[config.mk]
export PLATFORM = sky130hd
export DESIGN_NAME = fsd_hash
export DESIGN_NICKNAME = d
export VERILOG_FILES = /design/src/hw/rtl/fsd_pkg.sv /design/src/hw/rtl/fsd_hash.sv
export SDC_FILE = /design/constraint.sdc
export NUM_CORES = 1
export LEC_CHECK = 0
export BUFFER_PORTS_ARGS = -buffer_cell sky130_fd_sc_hd__buf_2
export CORE_ASPECT_RATIO = 1.2
export CORE_MARGIN = 4
export CORE_UTILIZATION = 30
export DETAILED_ROUTE_END_ITERATION = 8
export GPL_ROUTABILITY_DRIVEN = 0
export PLACE_DENSITY = 0.49
export SYNTH_ARGS = -nofsm -noshare
export SYNTH_HDL_FRONTEND = slang
export SYNTH_SLANG_ARGS = --single-unit
export TNS_END_PERCENT = 1
[constraint.sdc]
create_clock -name clk -period 6.7 [get_ports clk]
set_input_delay 2.01 -clock clk [delete_from_list [all_inputs] [get_ports clk]]
set_output_delay 2.01 -clock clk [all_outputs]
set_load 0.02 [all_outputs]
[src/hw/rtl/fsd_pkg.sv]
// shared types and constants for the fnv-1a string deduplicator
// no dependencies
`default_nettype none

package fsd_pkg;

    localparam int TABLE_DEPTH = 1024;
    localparam int ADDR_W      = $clog2(TABLE_DEPTH);
    localparam int CNT_W       = ADDR_W + 1;
    localparam int INDEX_W     = 10;
    localparam int HASH_W      = 32;
    localparam int BYTE_W      = 8;

    localparam logic [HASH_W-1:0] FNV_PRIME = 32'd16777619;
    localparam logic [HASH_W-1:0] FNV_BASIS = 32'd2166136261;

    localparam logic [CNT_W-1:0] DEPTH_CNT = CNT_W'(TABLE_DEPTH);

    typedef enum logic [3:0] {
        ST_IDLE = 4'b0001,
        ST_READ = 4'b0010,
        ST_CMP  = 4'b0100,
        ST_EMIT = 4'b1000
    } search_state_t;

    typedef struct packed {
        logic update;
        logic clear;
    } hash_ctrl_t;

endpackage

`default_nettype wire

[src/hw/rtl/fsd_hash.sv]
// running fnv-1a hash register with one 32x32 multiplier
// depends on fsd_pkg
`default_nettype none

module fsd_hash
    import fsd_pkg::*;
(
    input  wire logic              clk,
    input  wire logic              rst_n,
    input  wire hash_ctrl_t        ctrl,
    input  wire logic [BYTE_W-1:0] data_byte,
    output logic [HASH_W-1:0]      hash
);

    logic [HASH_W-1:0] hash_reg;
    logic [HASH_W-1:0] hash_next;
    logic [HASH_W-1:0] mixed;

    assign mixed = hash_reg ^ {{(HASH_W-BYTE_W){1'b0}}, data_byte};

    always_comb
    begin
        hash_next = hash_reg;
        if (ctrl.clear)
        begin
            hash_next = FNV_BASIS;
        end
        else if (ctrl.update)
        begin
            hash_next = HASH_W'(mixed * FNV_PRIME);
        end
    end

    always_ff @(posedge clk or negedge rst_n)
    begin
        if (!rst_n)
        begin
            hash_reg <= FNV_BASIS;
        end
        else
        begin
            hash_reg <= hash_next;
        end
    end

    assign hash = hash_reg;

endmodule

`default_nettype wire

==> run summary, run 1 <==
Synth Area per Inst: 9.73 um^2
Syn nets: 982
Worst-path clk slew: 0.06 ns
First-pass GRT wire length: 29200 um
Worst r2r src: hash[6]
Die X: 147 um
Status: complete, no violations
Routed Antenna Nets: 0
Initial Util: 30.7%
Post-synthesis adder-cell area fraction: 54.9%
Post-synthesis simple-gate area fraction: 6.26%
Max frequency: 0.153 GHz
DR pass1 iterations: 4
Total global routing overflow: 0
Critical path fanouts, max: 4
Hold Path Depth: 2
# rows: 60
Setup crit start: data_byte[0]
Number of fill cells in the layout: 2272
ANT cells: 0
Post-synthesis mux area share: 1.30%
Largest family of logic cells by synthesized area: adder cells
Setup TNS: 0 ns
Die height: 174 um
Skew-Pair Late Insertion Delay: 0.29 ns
Largest net degree at the start of global routing: 36
Yosys reg bits: 32
Clock skew after layout: 0.0113 ns
Layout cells sized above 1: 24.4%
Critical path's most frequent cell: ha_1
Setup-failing EPs final: 0
Worst slew pin tran: 0.850 ns
Placed cell count: 1078
Yosys top cell by area: ha_1
Critical Path Sink Type: flop
Critical path class: in2reg
Max cap viols: 0
TritonCTS Buffers: 5
Die area: 25600 um^2
Top-count cell post-synth: ha_1
Post-layout min period: 6.56 ns
CP cell instances: buf_2, xor2_1, buf_4, ha_1, ha_4, ha_1, ha_2, fa_1, ha_1, inv_1, fa_1, inv_2, ha_4, a21o_1, or3_4, o21ai_4, a21oi_2, o21a_2, o21a_1, or3_1, a32o_1
Yosys cell types: 56
Total Wirelength: 18200 um
Worst R2R Setup Slack: 1.43 ns
Area Overhead vs Synth: 23.4%
Max Slew Vio Count: 0
Mapped Area: 6920 um^2
Sequential cell area fraction in the yosys report: 11.8%
Worst path buffer plus inverter count: 4
Gr usage total: 14.6%
DR iter-0 viols: 140
Synth top cells by count: ha_1, inv_1, fa_1, a21oi_1
DRC: 0
XOR/XNOR Fraction of Synth Area: 5.95%
Number of antenna violations at the first check in global routing: 0
Depth of the worst register-to-register path: 20
Primary FF master, synth: dfrtp_1
Clock net sink count: 32
Ranking of synthesized cells by area: ha_1, fa_1, inv_1, dfrtp_1, dfstp_2
CP max stage cell: fa_1
CORE AREA: 22500 um^2
Worst flop-to-flop path endpoint: hash[21]
Nets: 1087
Wirelength per Cell: 16.6 um
CTS tree: done
Max reg flops: 32
Complex-gate fraction of the synthesized area: 10.2%
Critical path arrival: 6.74 ns
Clock root buffer: clkbuf_16
Max transition margin: 43.3%
Post-synth ARST share: 100%
Via Count: 5081
Slowest cell delay on critical path: 0.50 ns
Fin cells: 1096
Delay-heaviest family, CP: adder cells
Hold Startpoint: hash[0]
Post-synth EDFFs: 0
End of the worst hold path: hash[0]
Fin crit share: 97.9%
Cts hold-fix bufs: 0
RSZ-0062 raised after global routing: true
Worst setup SP type: input port
H-tree depth: 2
Ys Warns: 0
Worst Hold Slack: 0.582 ns
Hpwl dp: 15200 um
Crit path required time: 6.88 ns
I/O pins: 44
Worst Hold Class: reg2reg
Synth Instances: 711
Via density: 4.64
Hold Vio Cnt, Final: 0
Bufs on Longest Clock Path: 2
PortBufs: 43
Yosys top cell area share: 33.5%
Vias in the first global route: 5363
==> cell usage in the layout, fill, tap and decap left out, types with 18 or more instances in the layout <==
| cell type | n |
|---|---|
| ha_1 | 161 |
| nor2_1 | 27 |
| buf_4 | 66 |
| xnor2_1 | 26 |
| inv_1 | 162 |
| fa_1 | 71 |
| buf_2 | 42 |
| ha_4 | 19 |
| a21oi_1 | 25 |
| dfrtp_1 | 18 |
==> cells by family after synthesis <==
family,count (synthesis)
fa+ha+maj,259
buf+inv,177
compound gates,101
simple gates,86
xor+xnor,47
flops,32
mux,9
==> worst max path at each step <==
stage,slack (ns),depth (start not counted),end
after floorplan,-0.003,19,hash[24]
after global placement,-0.37,21,hash[30]
after detailed placement,-0.44,21,hash[30]
after CTS,0.0007,20,hash[23]
after global routing,-0.04,20,hash[21]
final,0.14,21,hash[21]
==> cell type report <==
| type | instances | area [um^2] | area share [%] |
|---|---|---|---|
| clock buffer | 5 | 125 | 1.47 |
| clock inverter | 3 | 18.8 | 0.220 |
| inverter | 165 | 622 | 7.29 |
| multi-input combinational | 502 | 5870 | 68.8 |
| sequential | 32 | 818 | 9.59 |
| tap | 279 | 349 | 4.09 |
| timing repair buffer | 110 | 728 | 8.53 |
==> layer usage <==
layer	vias to the layer above	wire [um]	track usage, %
li1	2557	-	-
met1	2471	8610	19.8
met2	42	9210	25.8
met3	11	234	0.808
met4	0	159	2.78
met5	-	0	0
==> worst reg2reg max path, stage by stage, from the launching register on <==
cell	delay [ns]
dfstp_2	0.59
xor2_4	0.25
buf_4	0.15
buf_4	0.12
ha_1	0.23
ha_1	0.20
ha_1	0.23
fa_1	0.48
ha_1	0.29
inv_1	0.05
fa_1	0.52
inv_1	0.04
ha_1	0.20
a21o_1	0.19
or3_4	0.39
o21ai_4	0.20
a21oi_2	0.09
o21a_2	0.22
o21a_1	0.17
or3_1	0.30
a32o_1	0.26
==> per-stage QoR <==
step / area (um^2) / utilization, % / setup slack (ns)
global placement: 7970 / 35.4 / -0.374
floorplan: 7030 / - / -0.00277
CTS: 8210 / 36.4 / 0.000651
finish: 8530 / 37.9 / 0.143
detailed placement: 7970 / 35.4 / -0.445
global route: 8530 / 37.9 / -0.0390
==> timing repair <==
action	in CTS	in global routing
setup endpoints to repair	9	12
setup buffers	4	6
pin swaps	13	25
gates resized for setup	11	43
Power of run 1 is not shown: default switching activity piles up to over one toggle a cycle in this logic, so the estimate is an artifact.
==> inputs of run 2 (changes only) <==
--- a/config.mk
+++ b/config.mk
@@ -5,12 +5,14 @@
 export SDC_FILE = /design/constraint.sdc
 export NUM_CORES = 1
 export LEC_CHECK = 0
+export ABC_AREA = 1
 export BUFFER_PORTS_ARGS = -buffer_cell sky130_fd_sc_hd__buf_2
 export CORE_ASPECT_RATIO = 1.2
 export CORE_MARGIN = 4
 export CORE_UTILIZATION = 30
 export DETAILED_ROUTE_END_ITERATION = 8
 export GPL_ROUTABILITY_DRIVEN = 0
+export MAX_ROUTING_LAYER = met4
 export PLACE_DENSITY = 0.49
 export SYNTH_ARGS = -nofsm -noshare
 export SYNTH_HDL_FRONTEND = slang
==> run summary, run 2 <==
Status: complete, no violations
Via density: 4.57 (-1.5%)
Synth top cells by count: inv_1, ha_1, nand2_1, fa_1, nor2_1
Area Overhead vs Synth: 13.6%
Clock root buffer: clkbuf_16
Commonest non-fill, non-tap cell in the layout: inv_1
DRC: 0 (unchanged)
Bufs on Longest Clock Path: 2 (unchanged)
Max transition margin: 27.2% (-16 points)
CP max stage cell: fa_1
Post-layout min period: 6.46 ns (-0.102 ns)
Post-CTS Setup Inserts: 0 (-4)
Die area: 27400 um^2 (+7.1%)
Max reg flops: 32 (unchanged)
Post-place instance area: 8220 um^2 (+3.1%)
Initial Util: 30.7% (about the same)
PortBufs: 43 (unchanged)
Ranking of synthesized cells by area: ha_1, fa_1, inv_1, nand2_1, dfrtp_1
Clock net sink count: 32 (unchanged)
Number of antenna violations at the first check in global routing: 0 (unchanged)
CORE AREA: 24200 um^2 (+7.5%)
Mapped Area: 7430 um^2 (+7.5%)
Synth Area per Inst: 8.15 um^2 (-16%)
Wirelength per Cell: 16.1 um (-3.3%)
Gr usage total: 16.9% (+2.3 points)
Yosys top cell area share: 31.1% (-2.3 points)
Via Count: 5956 (+17%)
Post-synth EDFFs: 0 (unchanged)
Critical path arrival: 6.68 ns (-0.06 ns)
Layout cells sized above 1: 12.4% (-12 points)
Max Slew Vio Count: 0 (unchanged)
Synth Instances: 912 (+28%)
First-pass GRT wire length: 34900 um (+20%)
Worst Hold Class: reg2reg
Hpwl dp: 17700 um (+17%)
DR pass1 iterations: 5 (+1)
Total Wirelength: 21000 um (+15%)
Register area: 818 um^2 (unchanged)
Routed Antenna Nets: 0 (unchanged)
Critical path class: in2reg
Worst slack, placed: -0.177 ns (+0.268 ns)
Total global routing overflow: 0 (unchanged)
Crit path required time: 6.92 ns (+0.04 ns)
TritonCTS Buffers: 5 (unchanged)
Nets: 1254 (+15%)
Max cap viols: 0 (unchanged)
Finished Cell Area: 8440 um^2 (-1.1%)
Worst slew pin tran: 1.09 ns (+0.242 ns)
CP cell instances: buf_2, xnor2_1, buf_4, inv_1, ha_1, ha_1, fa_1, ha_1, fa_1, ha_1, inv_1, fa_1, inv_1, ha_1, a21oi_1, o21ai_0, a21oi_1, nand2_1, nand2_1, nand2_1, nand2_1, nand2_1, o21ai_1
DR iter-0 viols: 295 (+110%)
Critical Path Sink Type: flop
Primary FF master, synth: dfrtp_1
Delay-heaviest family, CP: adder cells
Largest net degree at the start of global routing: 33 (-8.3%)
Post-synth ARST share: 100% (unchanged)
Critical path fanouts, max: 4 (unchanged)
ANT cells: 0 (unchanged)
Commonest non-fill, non-tap cells in the layout: inv_1, ha_1, nand2_1, fa_1, nor2_1
Setup TNS: 0 ns (unchanged)
Sequential cell area fraction in the yosys report: 11.0% (-0.82 points)
Hold Vio Cnt, Final: 0 (unchanged)
Syn nets: 1183 (+20%)
Number of fill cells in the layout: 2665 (+17%)
Worst path buffer plus inverter count: 5 (+1)
Die height: 180 um (+3.5%)
Worst R2R Setup Slack: 1.53 ns (+0.10 ns)
Slowest cell delay on critical path: 0.54 ns (+0.04 ns)
Top-count cell post-synth: inv_1
# rows: 62 (+3.3%)
Setup-failing EPs final: 0 (unchanged)
Ys Warns: 0 (unchanged)
Max frequency: 0.155 GHz (+1.6%)
Fin crit share: 96.3% (-1.5 points)
Skew-Pair Late Insertion Delay: 0.30 ns (about the same)
Worst setup SP type: input port
Yosys cell types: 35 (-38%)
CTS tree: done
Fin worst setup slack: 0.245 ns (+0.102 ns)
Vias in the first global route: 6347 (+18%)
Die X: 152 um (+3.5%)
Worst-path clk slew: 0.06 ns (about the same)
Yosys reg bits: 32 (unchanged)
RSZ-0062 raised after global routing: false
Yosys top cell by area: ha_1
H-tree depth: 2 (unchanged)
Clock skew after layout: 0.00650 ns (-0.00479 ns)
Area of the multi-input gates: 5780 um^2 (-1.6%)
I/O pins: 44 (unchanged)
run 2: cell count changes after synthesis, moves of 10 or more:
cell and change:
nand3_1 +30, nand2_1 +142, inv_1 +63, xnor2_1 -20
nor2_1 +19, o21ai_0 +10
run 2: timing repair:
item                                   in CTS  in global routing
endpoints found under the hold margin       0                  0
setup endpoints to repair                   0                 14
hold buffers                                0                  0
gates resized for setup                     0                 10
run 2: routing by layer:
layer  vias to the layer above  part of all wire (%)  track usage (%)
met5                         -                     0                -
met1                      2855                    44             21.4
li1                       3016                     -                -
met2                        72                    52             29.5
met4                         0                  0.87             2.34
met3                        13                   2.6             2.06
run 2: logic make-up (layout without fill, tap and decap cells):
kind of cell	Yosys count	after routing	share of synthesized area, %
XOR/XNOR	25	25	2.95
AO/OA/AOI/OAI	92	92	7.37
AND/OR/NAND/NOR	271	271	15.8
adder cells (fa/ha/maj)	259	259	51.1
flip-flops	32	32	11.0
buffers and inverters	233	305	11.8
run 2: cell type report:
class	instances	area share [%]
Clock buffer	7	1.81
Clock inverter	1	0.356
Inverter	229	10.2
Multi-Input combinational cell	647	68.4
Sequential cell	32	9.69
Tap cell	320	4.74
Timing Repair Buffer	68	4.77
run 2: worst paths after layout:
path	to	cells past startpoint	startpoint
max	hash[22]	23	data_byte[4]
min	hash[0]	2	hash[0]
max reg2reg	hash[31]	21	hash[6]
min reg2reg	hash[0]	2	hash[0]
max in group asynchronous	hash[13]	1	rst_n
min in group asynchronous	hash[30]	1	rst_n
run 2: metrics by stage:
| stage | hold WS [ns] | utilization, % | cells |
|---|---|---|---|
| finish | 0.523 | 34.9 | 1304 |
| global route | 0.549 | 34.9 | 1304 |
| CTS | 0.524 | 34.7 | 1304 |
| detailed placement | 0.512 | 34.0 | 1296 |
| global placement | 0.504 | 34.0 | 1296 |
| floorplan | 0.543 | - | 912 |
run 2: worst min-delay path: cells and delay by family, from the launching register on:
family / cells / cell delay [ns]
flip-flops: 1 / 0.38
AND/OR/NAND/NOR: 1 / 0.10
AO/OA/AOI/OAI: 1 / 0.04
Power of run 2 is left out for the same reason.
